File: config.mk
export PLATFORM = sky130hd
export DESIGN_NAME = serial_bank_switch_mapper
export DESIGN_NICKNAME = d
export VERILOG_FILES = /design/src/rtl/sbsm_pkg.sv /design/src/rtl/serial_bank_switch_mapper.sv /design/src/rtl/sbsm_cfg.sv /design/src/rtl/sbsm_core.sv
export VERILOG_INCLUDE_DIRS = /design/src /design/src/rtl
export SDC_FILE = /design/constraint.sdc
export NUM_CORES = 1
export LEC_CHECK = 0
export ABC_CLOCK_PERIOD_IN_PS = 5300
export BUFFER_PORTS_ARGS = -buffer_cell sky130_fd_sc_hd__buf_2
export CORE_UTILIZATION = 55
export DETAILED_ROUTE_END_ITERATION = 10
export HOLD_SLACK_MARGIN = 0.12
export PLACE_DENSITY = 0.85
export SLEW_MARGIN = 20
export SYNTH_ARGS = -nofsm -noshare
export SYNTH_HDL_FRONTEND = slang
export SYNTH_SLANG_ARGS = --single-unit
File: constraint.sdc
create_clock -name clk -period 5.3 [get_ports clk]
set_clock_uncertainty 0.2 [all_clocks]
set_input_delay 1.06 -clock clk [delete_from_list [all_inputs] [get_ports clk]]
set_output_delay 1.06 -clock clk [all_outputs]
set_load 0.01 [all_outputs]
File: src/rtl/assert_macros.svh
// Assertion helpers for the bank mapper RTL.
// Used only by the top level; needs a clock and an active-high reset.
`ifndef ASSERT_MACROS_SVH
`define ASSERT_MACROS_SVH

// same-cycle implication
`define ASSERT_IMPLY(label, clk, rst, ante, cons) \
  label: assert property (@(posedge clk) disable iff (rst) (ante) |-> (cons)) \
    else $error("implication check failed");

// next-cycle implication
`define ASSERT_NEXT(label, clk, rst, ante, cons) \
  label: assert property (@(posedge clk) disable iff (rst) (ante) |=> (cons)) \
    else $error("next-cycle check failed");

`endif

File: src/rtl/sbsm_pkg.sv
// Shared types and constants of the serial bank switch mapper.
// No dependencies; imported by every module of the block.
package sbsm_pkg;

  localparam int PRG_ADDR_BITS = 19;
  localparam int CHR_ADDR_BITS = 17;
  localparam int MEM_ADDR_W    = 19;
  localparam int CHR_OFF_W     = 17;

  localparam logic [1:0] CMD_CPU_RD = 2'd0;
  localparam logic [1:0] CMD_CPU_WR = 2'd1;
  localparam logic [1:0] CMD_PPU_RD = 2'd2;
  localparam logic [1:0] CMD_PPU_WR = 2'd3;

  localparam logic [1:0] TGT_NONE    = 2'd0;
  localparam logic [1:0] TGT_PRG_RAM = 2'd1;
  localparam logic [1:0] TGT_PRG_ROM = 2'd2;
  localparam logic [1:0] TGT_CHR     = 2'd3;

  localparam logic [1:0] REG_PRG_SIZE    = 2'd0;
  localparam logic [1:0] REG_CHR_SIZE    = 2'd1;
  localparam logic [1:0] REG_CHR_IS_RAM  = 2'd2;
  localparam logic [1:0] REG_FOUR_SCREEN = 2'd3;

  // serial register targets, address bits 14..13
  localparam logic [1:0] SEL_CONTROL = 2'd0;
  localparam logic [1:0] SEL_CHR0    = 2'd1;
  localparam logic [1:0] SEL_CHR1    = 2'd2;
  localparam logic [1:0] SEL_PRG     = 2'd3;

  localparam logic [1:0] PRG_MODE_FIX_FIRST = 2'd2;
  localparam logic [1:0] PRG_MODE_FIX_LAST  = 2'd3;

  localparam logic [4:0] SHIFT_EMPTY = 5'h10;

  typedef struct packed {
    logic [1:0]  cmd;
    logic [15:0] addr;
    logic [7:0]  data;
    logic        back_to_back;
  } in_t;

  typedef struct packed {
    logic [1:0]            target;
    logic [MEM_ADDR_W-1:0] mem_addr;
    logic                  write_enable;
    logic [7:0]            data_out;
    logic [1:0]            mirroring;
  } out_t;

  typedef struct packed {
    logic [4:0] prg_size_log2;
    logic [4:0] chr_size_log2;
    logic       chr_is_ram;
    logic       four_screen;
  } cfg_t;

endpackage

File: src/rtl/serial_bank_switch_mapper.sv
// Serial bank switch mapper: input register, translation, result register.
// Accepted beat: input register, then its result in the out_data register.
// Throughput: one beat per cycle unless stalled; single translation pass.
// Reset (rst, synchronous): pipeline empty, registers and mapper state at
// power-on values; no clearing pass, beats accepted right after reset.
`include "assert_macros.svh"

module serial_bank_switch_mapper
  import sbsm_pkg::*;
(
  input  logic        clk,
  input  logic        rst,
  input  logic        in_valid,
  output logic        in_stall,
  input  in_t         in_data,
  output logic        out_valid,
  input  logic        out_stall,
  output out_t        out_data,
  input  logic        psel,
  input  logic        penable,
  input  logic        pwrite,
  input  logic [3:0]  paddr,
  input  logic [31:0] pwdata,
  output logic [31:0] prdata,
  output logic        pready
);

  cfg_t cfg;
  in_t  s1_item;
  logic s1_valid;
  logic s2_ready, s1_fire, in_accept;
  out_t res;

  assign s2_ready  = !out_valid || !out_stall;
  assign s1_fire   = s1_valid && s2_ready;
  assign in_stall  = s1_valid && !s2_ready;
  assign in_accept = in_valid && !in_stall;

  sbsm_cfg u_cfg (
    .clk     (clk),
    .rst     (rst),
    .psel    (psel),
    .penable (penable),
    .pwrite  (pwrite),
    .paddr   (paddr),
    .pwdata  (pwdata),
    .prdata  (prdata),
    .pready  (pready),
    .cfg     (cfg)
  );

  sbsm_core u_core (
    .clk  (clk),
    .rst  (rst),
    .cfg  (cfg),
    .item (s1_item),
    .fire (s1_fire),
    .res  (res)
  );

  always_ff @(posedge clk) begin
    if (rst) begin
      s1_valid <= 1'b0;
    end else if (in_accept) begin
      s1_valid <= 1'b1;
    end else if (s1_fire) begin
      s1_valid <= 1'b0;
    end
  end

  always_ff @(posedge clk) begin
    if (in_accept) begin
      s1_item <= in_data;
    end
  end

  always_ff @(posedge clk) begin
    if (rst) begin
      out_valid <= 1'b0;
    end else if (s1_fire) begin
      out_valid <= 1'b1;
    end else if (s2_ready) begin
      out_valid <= 1'b0;
    end
  end

  always_ff @(posedge clk) begin
    if (s1_fire) begin
      out_data <= res;
    end
  end

  `ASSERT_NEXT(a_accept_loads, clk, rst, in_accept, s1_valid)
  `ASSERT_NEXT(a_s1_holds, clk, rst, s1_valid && !s2_ready,
               s1_valid && $stable(s1_item))
  `ASSERT_IMPLY(a_stall_needs_full, clk, rst, in_stall, s1_valid && out_valid)
  `ASSERT_IMPLY(a_we_target, clk, rst, out_valid && out_data.write_enable,
                out_data.target == TGT_PRG_RAM || out_data.target == TGT_CHR)

endmodule

File: src/rtl/sbsm_cfg.sv
// APB register file of the mapper: ROM sizes, CHR RAM flag, four-screen flag.
// Depends on sbsm_pkg.
module sbsm_cfg
  import sbsm_pkg::*;
(
  input  logic        clk,
  input  logic        rst,
  input  logic        psel,
  input  logic        penable,
  input  logic        pwrite,
  input  logic [3:0]  paddr,
  input  logic [31:0] pwdata,
  output logic [31:0] prdata,
  output logic        pready,
  output cfg_t        cfg
);

  logic wr;

  assign pready = 1'b1;
  assign wr     = psel && penable && pwrite;

  always_ff @(posedge clk) begin
    if (rst) begin
      cfg.prg_size_log2 <= 5'd18;
      cfg.chr_size_log2 <= 5'd13;
      cfg.chr_is_ram    <= 1'b1;
      cfg.four_screen   <= 1'b0;
    end else if (wr) begin
      case (paddr[3:2])
        REG_PRG_SIZE:    cfg.prg_size_log2 <= pwdata[4:0];
        REG_CHR_SIZE:    cfg.chr_size_log2 <= pwdata[4:0];
        REG_CHR_IS_RAM:  cfg.chr_is_ram    <= pwdata[0];
        REG_FOUR_SCREEN: cfg.four_screen   <= pwdata[0];
        default: ;
      endcase
    end
  end

  always_comb begin
    case (paddr[3:2])
      REG_PRG_SIZE:    prdata = {27'd0, cfg.prg_size_log2};
      REG_CHR_SIZE:    prdata = {27'd0, cfg.chr_size_log2};
      REG_CHR_IS_RAM:  prdata = {31'd0, cfg.chr_is_ram};
      REG_FOUR_SCREEN: prdata = {31'd0, cfg.four_screen};
      default:         prdata = 32'd0;
    endcase
  end

endmodule

File: src/rtl/sbsm_core.sv
// Mapper state (serial register, bank and mode registers) and the
// single-pass address translation. Depends on sbsm_pkg.
module sbsm_core
  import sbsm_pkg::*;
(
  input  logic clk,
  input  logic rst,
  input  cfg_t cfg,
  input  in_t  item,
  input  logic fire,
  output out_t res
);

  // CHR bank registers keep the raw 5-bit serial value, PRG bank its low 4 bits;
  // shifting and masking happen at translation time
  logic [4:0] load_shift, load_shift_next;
  logic [1:0] prg_mode, prg_mode_next;
  logic       chr_single, chr_single_next;
  logic [4:0] chr_lo, chr_lo_next;
  logic [4:0] chr_hi, chr_hi_next;
  logic [3:0] prg_bank, prg_bank_next;
  logic       outer_bank, outer_bank_next;
  logic [1:0] mirror_mode, mirror_mode_next;

  logic [4:0]            prg_l, chr_l;
  logic [19:0]           prg_size;
  logic [MEM_ADDR_W-1:0] prg_mask;
  logic [19:0]           last_full;
  logic [3:0]            last_bank;
  logic [17:0]           prg_off;
  logic [MEM_ADDR_W-1:0] prg_addr;
  logic [17:0]           chr_size;
  logic [CHR_OFF_W-1:0]  chr_mask, chr_off;
  logic                  big;
  logic                  is_cpu, in_ram, in_rom;
  logic [4:0]            shifted;

  // size saturation
  always_comb begin
    if (cfg.prg_size_log2 < 5'd14)
      prg_l = 5'd14;
    else if (cfg.prg_size_log2 > 5'(PRG_ADDR_BITS))
      prg_l = 5'(PRG_ADDR_BITS);
    else
      prg_l = cfg.prg_size_log2;
    if (cfg.chr_size_log2 < 5'd13)
      chr_l = 5'd13;
    else if (cfg.chr_size_log2 > 5'(CHR_ADDR_BITS))
      chr_l = 5'(CHR_ADDR_BITS);
    else
      chr_l = cfg.chr_size_log2;
  end

  assign prg_size  = 20'd1 << prg_l;
  assign prg_mask  = MEM_ADDR_W'(prg_size - 20'd1);
  assign last_full = prg_size - 20'h04000;
  assign last_bank = last_full[17:14];
  assign big       = prg_l > 5'd18;
  assign chr_size  = 18'd1 << chr_l;
  assign chr_mask  = CHR_OFF_W'(chr_size - 18'd1);

  // PRG offset; every bank base has zero low bits, so sums are concatenations
  always_comb begin
    case (prg_mode)
      PRG_MODE_FIX_LAST:
        prg_off = item.addr[14] ? {last_bank, item.addr[13:0]}
                                : {prg_bank, item.addr[13:0]};
      PRG_MODE_FIX_FIRST:
        prg_off = item.addr[14] ? {prg_bank, item.addr[13:0]}
                                : {4'd0, item.addr[13:0]};
      default:
        prg_off = {prg_bank[3:1], item.addr[14:0]};
    endcase
  end

  assign prg_addr = {outer_bank, prg_off} & prg_mask;

  always_comb begin
    if (chr_single)
      chr_off = {chr_lo[4:1], item.addr[12:0]};
    else if (item.addr[12])
      chr_off = {chr_hi, item.addr[11:0]};
    else
      chr_off = {chr_lo, item.addr[11:0]};
  end

  assign is_cpu  = (item.cmd == CMD_CPU_RD) || (item.cmd == CMD_CPU_WR);
  assign in_ram  = item.addr[15:13] == 3'b011;
  assign in_rom  = item.addr[15];
  assign shifted = {item.data[0], load_shift[4:1]};

  // serial loading register and commits
  always_comb begin
    load_shift_next  = load_shift;
    prg_mode_next    = prg_mode;
    chr_single_next  = chr_single;
    chr_lo_next      = chr_lo;
    chr_hi_next      = chr_hi;
    prg_bank_next    = prg_bank;
    outer_bank_next  = outer_bank;
    mirror_mode_next = mirror_mode;
    if (item.cmd == CMD_CPU_WR && in_rom && !item.back_to_back) begin
      if (item.data[7]) begin
        load_shift_next = SHIFT_EMPTY;
        prg_mode_next   = PRG_MODE_FIX_LAST;
      end else if (load_shift[0]) begin
        load_shift_next = SHIFT_EMPTY;
        case (item.addr[14:13])
          SEL_CONTROL: begin
            if (!cfg.four_screen) mirror_mode_next = shifted[1:0];
            prg_mode_next   = shifted[3:2];
            chr_single_next = !shifted[4];
          end
          SEL_CHR0: begin
            chr_lo_next = shifted;
            if (big) outer_bank_next = shifted[4];
          end
          SEL_CHR1: begin
            chr_hi_next = shifted;
            if (!chr_single && big) outer_bank_next = shifted[4];
          end
          default: prg_bank_next = shifted[3:0];
        endcase
      end else begin
        load_shift_next = shifted;
      end
    end
  end

  always_ff @(posedge clk) begin
    if (rst) begin
      load_shift  <= SHIFT_EMPTY;
      prg_mode    <= PRG_MODE_FIX_LAST;
      chr_single  <= 1'b0;
      chr_lo      <= 5'd0;
      chr_hi      <= 5'd0;
      prg_bank    <= 4'd0;
      outer_bank  <= 1'b0;
      mirror_mode <= 2'd0;
    end else if (fire) begin
      load_shift  <= load_shift_next;
      prg_mode    <= prg_mode_next;
      chr_single  <= chr_single_next;
      chr_lo      <= chr_lo_next;
      chr_hi      <= chr_hi_next;
      prg_bank    <= prg_bank_next;
      outer_bank  <= outer_bank_next;
      mirror_mode <= mirror_mode_next;
    end
  end

  always_comb begin
    res.target       = TGT_NONE;
    res.mem_addr     = '0;
    res.write_enable = 1'b0;
    res.data_out     = item.data;
    res.mirroring    = mirror_mode_next;   // mirroring as left by this beat
    if (is_cpu) begin
      if (in_ram) begin
        res.target       = TGT_PRG_RAM;
        res.mem_addr     = MEM_ADDR_W'(item.addr[12:0]);
        res.write_enable = item.cmd == CMD_CPU_WR;
      end else if (in_rom && item.cmd == CMD_CPU_RD) begin
        res.target   = TGT_PRG_ROM;
        res.mem_addr = prg_addr;
      end
    end else begin
      res.target       = TGT_CHR;
      res.mem_addr     = MEM_ADDR_W'(chr_off & chr_mask);
      res.write_enable = (item.cmd == CMD_PPU_WR) && cfg.chr_is_ram;
    end
  end

endmodule

==> results of run 1 <==
[where the power goes]
group | switching [mW] | internal [mW] | total (mW)
registers | 0.0156 | 0.837 | 0.852
clock network | 0.285 | 0.231 | 0.516
logic | 0.0657 | 0.0443 | 0.110
[logic make-up after synthesis]
kind of cell / after synthesis
AOI/OAI and AO/OA: 48
xor gates and xnor gates: 3
adders and majority gates: 3
buffers and inverters: 47
DFF: 98
muxes: 34
other: 2
and+or+nand+nor: 128
[cell usage after synthesis, types with 5 or more instances]
master    instances  area share (%)
a211o_1           5             1.0
a21oi_1          14             1.6
and2_1            5            0.71
buf_4            28             4.8
clkbuf_1          9            0.77
dfxtp_1          39              18
edfxtp_1         59              40
inv_1             7            0.60
mux2i_1          29             6.6
nand2_1          16             1.4
nand2b_1         25             3.6
nand3_1           7            0.80
nor2_1           21             1.8
nor2b_1          19             2.7
o21ai_0           7            0.80
[registers in the layout (all words and copies together) (netlist names)]
register and cells:
out_data 32, out_valid 1, s1_item 27, s1_valid 1, u_cfg.cfg 12, u_core.chr_hi 5
u_core.chr_lo 5, u_core.chr_single 1, u_core.load_shift 5, u_core.mirror_mode 2, u_core.outer_bank 1, u_core.prg_bank 4
u_core.prg_mode 2
[how the worst min path moves through the flow]
stage	endpoint	slack, ps	cells past startpoint
4_1_cts	out_data[7]$_DFFE_PP_	230	0
5_1_grt	out_data[4]$_DFFE_PP_	250	0
3_3_place_gp	out_data[6]$_DFFE_PP_	200	0
6_report	out_data[7]$_DFFE_PP_	220	0
2_1_floorplan	out_data[3]$_DFFE_PP_	200	0
3_5_place_dp	out_data[7]$_DFFE_PP_	200	0
[metal layers]
| layer | up-vias | track usage (%) |
|---|---|---|
| met1 | 1434 | 25.3 |
| met4 | 0 | 8.47 |
| li1 | 1412 | - |
| met5 | - | 0 |
| met2 | 112 | 36.0 |
| met3 | 14 | 4.61 |
[stage by stage]
step	cells	hold slack [ps]	power [mW]	setup slack, ps	instance area [um^2]
detailed placement	536	205	0.977	2080	4780
global route	552	249	1.53	2030	4990
finish	552	222	1.48	2080	4990
CTS	552	227	1.48	2080	4990
global placement	536	200	0.972	2090	4780
floorplan	393	200	0.949	2160	4500
[final cells by class]
| type | count | area (um^2) |
|---|---|---|
| timing repair buffer | 81 | 410 |
| clock buffer | 9 | 124 |
| clock inverter | 7 | 92.6 |
| sequential | 98 | 2550 |
| fill | 574 | 2730 |
| multi-input combinational | 248 | 1660 |
| inverter | 7 | 26.3 |
| tap | 102 | 128 |
[cells in the final DEF (no fill, tap or decap), types with 2 or more instances in the layout]
master / n
a211o_1: 5
a211oi_1: 3
a21oi_1: 14
a22o_1: 3
and2_1: 5
and3_1: 3
and3b_1: 2
buf_2: 79
buf_4: 2
clkbuf_8: 9
conb_1: 32
dfxtp_1: 39
edfxtp_1: 59
ha_1: 3
inv_1: 7
inv_6: 3
mux2_2: 4
mux2i_1: 29
nand2_1: 16
nand2b_1: 25
nand3_1: 7
nand3b_1: 3
nand4_1: 4
nor2_1: 21
nor2b_1: 18
nor3_1: 4
nor3b_1: 2
nor3b_2: 2
nor4_1: 2
o21ai_0: 7
o22ai_1: 4
o2bb2ai_1: 3
or3b_1: 2
xor2_1: 2
==> out/metrics.csv, run 1 <==
metric;value;unit
Worst Path Arrival;1960;ps
maxcap violations;0;
HP Class;register to register;
main combinational cell family by area after synthesis;simple AND/OR/NAND/NOR gates;
DRT iter0 DRCs;204;
P per Cell Area;296;nW/um^2
diode count;0;
core area;7730;um^2
worst setup path endpoint;prdata[0];
crit path from;paddr[2];
number of synthesized flops with an enable pin;59;
mean post-synth cell area;12.1;um^2
Initial Util;56.7;%
simple-gate share of the synthesized area;18.0;%
DR DRC count;0;
crit path max fanout;9;
critical path's most frequent cell;buf_2;
vias in the first global route;2805;
Via density;5.38;
post-synth design cell area;4380;um^2
Ys Warns;0;
routed wl met3;496;um
status;complete, no violations;
Final setup viols;0;
Slew Limit Headroom;54.8;%
reg2reg setup slack;3050;ps
Final Hold Fails;0;
Layout area overhead;13.9;%
Clock transition at path regs;110;ps
largest net degree at the start of global routing;45;
initial antenna violation count;0;
Clock Path Buffers;2;
CP Class;input pin to output port;
final design utilization;64.6;%
Num CTS Buffers;9;
sum of negative setup slack;0;ps
IO Count;137;
reg2reg start;s1_item[26]$_DFFE_PP_;
share of layout cells above drive strength 1;25.3;%
gr usage total;20.9;%
global-route wire length before repair;13.3;mm
Worst EP required;4040;ps
# Post-CTS Setup Buffers;0;
#FFs+latches synth;98;
met1 WL;3.41;mm
Final min period;3220;ps
worst slew pin tran;677;ps
top_reg_cell synth;edfxtp_1;
Synth Area in Compound Gates;7.45;%
die area;8330;um^2
Seq/Total Area, Yosys;58.2;%
critical path, cell by cell;buf_2 -> mux4_2 -> buf_2;
Post-Route WL;8.48;mm
gpl congestion;0.841;
Die W;91.3;um
Post-synth ARST share;0;%
clk_lat worst skew;370;ps
Highest Signal Layer;met4;
Post-layout nets;518;
Root Driver;clkbuf_8;
H-tree Lvls;3;
Fmax;0.310;GHz
Slew Viols, Final;0;
hpwl dp;5.95;mm
FP Rows;32;
CP Launch Type;input pin;
grt total ovfl;0;
Crit-path slowest cell;mux4_2;
hold_sp;s1_item[6]$_DFFE_PP_;
RR Endpoint;u_core.chr_lo[2]$_SDFFE_PP0P_;
mux cell area share after synthesis;8.16;%
R2R depth;4;
crit path capture type;output port;
CP max stage delay;530;ps
Die Y;91.3;um
CTS tree;built;
Syn Inst Count;363;
WL per Instance;15.4;um
Sink Count;98;
antenna-violating nets left;0;
worst path bufs/invs;2;
final worst-path cycle share;60.8;%
Yosys cell types;55;
vias;2972;
cts hold-fix bufs;0;
CP Depth;3;
PostCTS Resize Cnt;0;
RSZ-0062 raised after global routing;no;
Met2 Wirelength;4.44;mm
drt pass-1 iters;4;
Leak;2.04;nW
post-synthesis adder-cell area fraction;0.856;%
Crit path max-delay family;multiplexers;
worst vdd ir;0.216;mV
input/output buffers;79;
XOR/XNOR share of the synthesized area;0.599;%
No activity file was read; power rests on OpenSTA's default activity.
==> inputs of run 2 (changes only) <==
Settings changed: ABC_CLOCK_PERIOD_IN_PS 5300 to 3200, CORE_UTILIZATION 55 to 51, PLACE_DENSITY 0.85 to 0.8.
Clock period 5.3 ns to 3.2 ns, I/O delays scaled along.
==> run 2 against run 1 <==
  * Combinational power increased by 65%
  * Total power rose by 62%
  * Count of clock-buffer cells in the layout unchanged
  * Cell count is 0.54% higher
  * Critical path depth unchanged
  * Sequential cell count unchanged
  * Non-clock buffer count did not move
  * Wire length down 1.7%
  * Clock power up 54%
  * Worst hold slack better by 7.9 ps
  * Via count about the same
==> out/metrics.csv, run 2 (same netlist as run 1, synthesis figures left out) <==
metric;value;unit
crit path max fanout;9;
Largest Register;out_data;
Layout area overhead;13.6;%
post-route insts no fill;555;
Comb pwr share;7.6;%
grt total ovfl;0;
Die W;94.7;um
IO Count;137;
Crit path max-delay family;multiplexers;
crit path capture type;output port;
Clock Path Buffers;2;
reg2reg setup slack;940;ps
vias;2971;
Final setup viols;0;
Via density;5.35;
die area;8970;um^2
status;complete, no violations;
diode count;0;
hold_sp;s1_item[5]$_DFFE_PP_;
RSZ-0062 raised after global routing;no;
Slew Limit Headroom;53.3;%
worst vdd ir;0.372;mV
antenna-violating nets left;0;
Initial Util;53.1;%
biggest regs;out_data (32), s1_item (27), u_cfg.cfg (12);
Net Sw Frac;25.8;%
Inst Count DP;539;
Worst EP required;2360;ps
DR DRC count;0;
input/output buffers;79;
H-tree Lvls;3;
Post-Route WL;8.34;mm
Worst Path Arrival;1530;ps
Post-layout nets;518;
reg2reg start;s1_item[23]$_DFFE_PP_;
Leak;2.03;nW
switching power total;0.617;mW
cts hold-fix bufs;0;
Crit-path slowest cell;mux4_2;
Clock transition at path regs;110;ps
hpwl dp;5.87;mm
WHS;230;ps
CP max stage delay;520;ps
CTS tree;built;
P_int;1.77;mW
hold-critical path depth;0;
largest net degree at the start of global routing;45;
Final min period;2370;ps
most common cell after layout, fill and taps aside;buf_2;
setup slack after layout;829;ps
final worst-path cycle share;74.1;%
design area;4980;um^2
Root Driver;clkbuf_8;
worst slew pin tran;700;ps
RR Endpoint;out_data[18]$_DFFE_PP_;
Num CTS Buffers;9;
clock power share;33.3;%
FP Rows;33;
share of layout cells above drive strength 1;25.3;%
Sink Count;98;
P per Cell Area;480;nW/um^2
critical path's most frequent cell;buf_2;
PostCTS Resize Cnt;0;
vias in the first global route;2741;
Slew Viols, Final;0;
Hold EP;out_data[6]$_DFFE_PP_;
core area;8260;um^2
worst path bufs/invs;2;
clk_lat worst skew;360;ps
worst slack at placement;820;ps
most frequent cells in the layout;buf_2, edfxtp_1, dfxtp_1, conb_1, mux2i_1;
maxcap violations;0;
# Post-CTS Setup Buffers;0;
gpl congestion;0.825;
dpl cell area;4780;um^2
Flop pwr share;59.1;%
Final Hold Fails;0;
DRT iter0 DRCs;178;
Die Y;94.7;um
drt pass-1 iters;4;
initial antenna violation count;0;
WL per Instance;15.0;um
global-route wire length before repair;13.0;mm
max reg flops;32;
critical path, cell by cell;buf_2 -> mux4_2 -> buf_2;
CP Launch Type;input pin;
HP Class;register to register;
R2R depth;6;
CP Class;input pin to output port;
gr usage total;19.2;%
Fmax;0.422;GHz
sum of negative setup slack;0;ps
run 2: cell count changes in the layout (fill, tap and decap cells not counted), sizes merged:
cell	before	now
bufinv	1	0
inv	11	12
run 2: worst register-to-register path, cell delays in order (launching register included):
cell and delay (ps):
edfxtp_1 600, nand2_1 190, nor2_1 70, nor2_1 220, inv_1 100, a21oi_1 510, nor2b_1 120
run 2: power groups by stage:
stage / sequential, mW / clock, mW / combinational [mW]
4_1_cts: 1.41 / 0.815 / 0.181
3_3_place_gp: 1.44 / 0 / 0.174
3_5_place_dp: 1.44 / 0 / 0.180
2_1_floorplan: 1.44 / 0 / 0.131
5_1_grt: 1.42 / 0.857 / 0.200
6_report: 1.41 / 0.796 / 0.182
run 2: per-stage QoR:
| step | utilization (%) | power [mW] |
|---|---|---|
| floorplan | - | 1.57 |
| global placement | 57.9 | 1.61 |
| detailed placement | 57.9 | 1.62 |
| CTS | 60.3 | 2.41 |
| global route | 60.3 | 2.47 |
| finish | 60.3 | 2.39 |
run 2: worst max path at each step:
stage          startpoint              endpoint  slack (ps)  cells after the start
2_1_floorplan   out_stall  s1_item[0]$_DFFE_PP_         480                      2
3_3_place_gp     paddr[2]             prdata[0]         830                      3
4_1_cts          paddr[2]             prdata[0]         820                      3
6_report         paddr[2]             prdata[0]         830                      3
3_5_place_dp     paddr[2]             prdata[0]         820                      3
5_1_grt          paddr[2]             prdata[0]         790                      3
run 2: cell type report:
class / instances / area, um^2
multi-input cells: 248 / 1660
flip-flops and latches: 98 / 2550
clock inverters: 7 / 73.8
fillers: 678 / 3280
well taps: 105 / 131
repair buffers: 81 / 410
inverters: 7 / 26.3
clock buffers: 9 / 124
run 2: per-layer routing:
metal,global-route usage (%),vias up,share of wire [%]
met2,31.4,95,50
met1,24.5,1444,43
met4,7.95,0,2.1
met5,0,-,0
met3,4.59,13,4.6
li1,-,1419,-
==> inputs of run 3 (changes only) <==
Settings changed: ABC_AREA from default to 1, ABC_CLOCK_PERIOD_IN_PS 3200 to 2050, CORE_UTILIZATION 51 to 46, PLACE_DENSITY 0.8 to 0.76.
Clock period 3.2 ns to 2.05 ns, I/O delays scaled along.
==> run 3 against run 2 <==
  * Core utilization down 0.39 points
  * Register-to-register slack lost 730 ps
  * Non-clock buffer count is 36 higher
  * Count of clock-buffer cells in the layout stayed put
  * Sequential power increased by 57%
  * Sequential share of layout area is 3.1 points lower
  * Largest cell class unchanged
==> out/metrics.csv, run 3 <==
metric;value;unit
status;complete, no violations;
maxcap violations;0;
worst slack at placement;169;ps
Final setup viols;0;
most common library cells after synthesis;edfxtp_1, nand2_1, inv_1;
IO Count;137;
final worst-path cycle share;93.8;%
critical path, cell by cell;inv_1 -> buf_4 -> o22ai_1 -> buf_2;
vias in the first global route;3346;
drt pass-1 iters;7;
Die W;98.5;um
Via density;4.96;
worst vdd ir;0.452;mV
global-route wire length before repair;15.2;mm
hpwl dp;6.29;mm
Final Hold Fails;0;
Num CTS Buffers;9;
Synth area leader;edfxtp_1;
CTS tree;built;
Final min period;1920;ps
top_reg_cell synth;edfxtp_1;
routed wl met3;370;um
Largest Register;out_data;
Die Y;98.5;um
Seq/Total Area, Yosys;59.6;%
Clock Path Buffers;2;
WL per Instance;13.4;um
Initial Util;48.4;%
crit path max fanout;6;
Worst Path Arrival;1310;ps
Ys Warns;0;
die area;9700;um^2
DR DRC count;0;
Clock transition at path regs;100;ps
vias;3344;
CP Launch Type;register;
Post-layout nets;634;
Root Driver;clkbuf_8;
gr usage total;20.0;%
PostCTS Resize Cnt;0;
Worst EP required;1440;ps
number of synthesized flops with an enable pin;59;
input/output buffers;79;
post-synth design cell area;4280;um^2
mean post-synth cell area;9.83;um^2
Crit-path slowest cell;dfxtp_1;
share of layout cells above drive strength 1;20.8;%
max reg flops;32;
initial antenna violation count;0;
Sink Count;98;
Post-Route WL;9.03;mm
Yosys cell types;36;
grt total ovfl;0;
Highest Signal Layer;met4;
H-tree Lvls;3;
biggest regs;out_data (32), s1_item (27), u_cfg.cfg (12);
setup slack after layout;127;ps
Post-synth ARST share;0;%
Synth area leaders;edfxtp_1, dfxtp_1, nand2_1;
RSZ-0062 raised after global routing;no;
Slew Viols, Final;0;
CP Class;register to output port;
sum of negative setup slack;0;ps
DRT iter0 DRCs;242;
most frequent cells in the layout;buf_2, edfxtp_1, nand2_1, inv_1, nor2_1;
Layout area overhead;23.7;%
dpl cell area;4760;um^2
gpl congestion;0.863;
design area;5300;um^2
P per Cell Area;735;nW/um^2
most frequent cell after synthesis;edfxtp_1;
largest net degree at the start of global routing;30;
antenna-violating nets left;0;
FP Rows;34;
diode count;0;
met1 WL;3.89;mm
most common cell after layout, fill and taps aside;buf_2;
HP Class;input pin to register;
Leak;2.31;nW
#FFs+latches synth;98;
post-synth top area share;41.4;%
core area;8850;um^2
Syn Inst Count;436;
CP max stage delay;400;ps
Met2 Wirelength;4.59;mm
crit path capture type;output port;
Fmax;0.520;GHz
clk_lat worst skew;360;ps
-- run 3: changes by cell type after synthesis, sizes merged, moves of 25 or more --
| cell | delta |
|---|---|
| inv | +48 |
| nand2 | +44 |
| nor2 | +36 |
| o21ai | +29 |
| mux2i | -28 |
| nand2b | -25 |
-- run 3: what timing repair did --
| action | 4_1_cts | 5_1_grt |
|---|---|---|
| hold endpoints to repair | 34 | 0 |
| hold buffers | 33 | 0 |
| setup buffers | 0 | 0 |
-- run 3: per-stage QoR --
stage / util, % / hold slack [ps] / cells / power [mW]
final: 59.9 / 138 / 674 / 3.90
after global routing: 59.9 / 142 / 674 / 4.06
after detailed placement: 53.8 / 205 / 625 / 2.57
after floorplan: - / 200 / 466 / 2.48
after global placement: 53.8 / 204 / 625 / 2.56
after CTS: 59.9 / 132 / 674 / 3.92
-- run 3: cell type report --
class | count | area, um^2
Fill cell | 756 | 3550
Sequential cell | 98 | 2550
Multi-Input combinational cell | 280 | 1400
Timing Repair Buffer | 117 | 788
Inverter | 55 | 213
Tap cell | 108 | 135
Clock buffer | 9 | 124
Clock inverter | 7 | 83.8
-- run 3: worst max-delay path, delay by kind of cell (launching register included) --
family | cells | cell delay [ps]
buffers and inverters | 3 | 380
DFF | 1 | 400
AOI/OAI and AO/OA | 1 | 170
-- run 3: cell families after synthesis --
| logic type | after synthesis | synth area share, % |
|---|---|---|
| and+or+nand+nor | 160 | 17.8 |
| DFF | 98 | 59.6 |
| adders and majority gates | 3 | 0.876 |
| other | 2 | 0.175 |
| buffers and inverters | 88 | 10.3 |
| muxes | 1 | 0.234 |
| AOI/OAI and AO/OA | 84 | 11.0 |
-- run 3: path summary, 6_finish.rpt --
kind | slack, ps | end | cells after the start | startpoint
max | 130 | prdata[4] | 4 | u_cfg.cfg[11]$_SDFFE_PP1P_
min | 140 | u_cfg.cfg[0]$_SDFFE_PP0P_ | 2 | rst
max reg2reg | 210 | out_data[26]$_DFFE_PP_ | 8 | u_cfg.cfg[10]$_SDFFE_PP0P_
min reg2reg | 230 | out_data[3]$_DFFE_PP_ | 0 | s1_item[2]$_DFFE_PP_
-- run 3: layer usage --
layer | up-vias | track usage (%)
met5 | - | 0
met3 | 12 | 2.77
met1 | 1543 | 24.6
li1 | 1668 | -
met2 | 121 | 35.1
met4 | 0 | 8.84
-- run 3: report_power, final --
| part | switching (mW) | total (mW) | leakage [nW] | internal [mW] |
|---|---|---|---|---|
| Sequential | 0.0354 | 2.21 | 0.881 | 2.17 |
| Combinational | 0.225 | 0.379 | 1.32 | 0.154 |
| Clock | 0.720 | 1.31 | 0.103 | 0.590 |
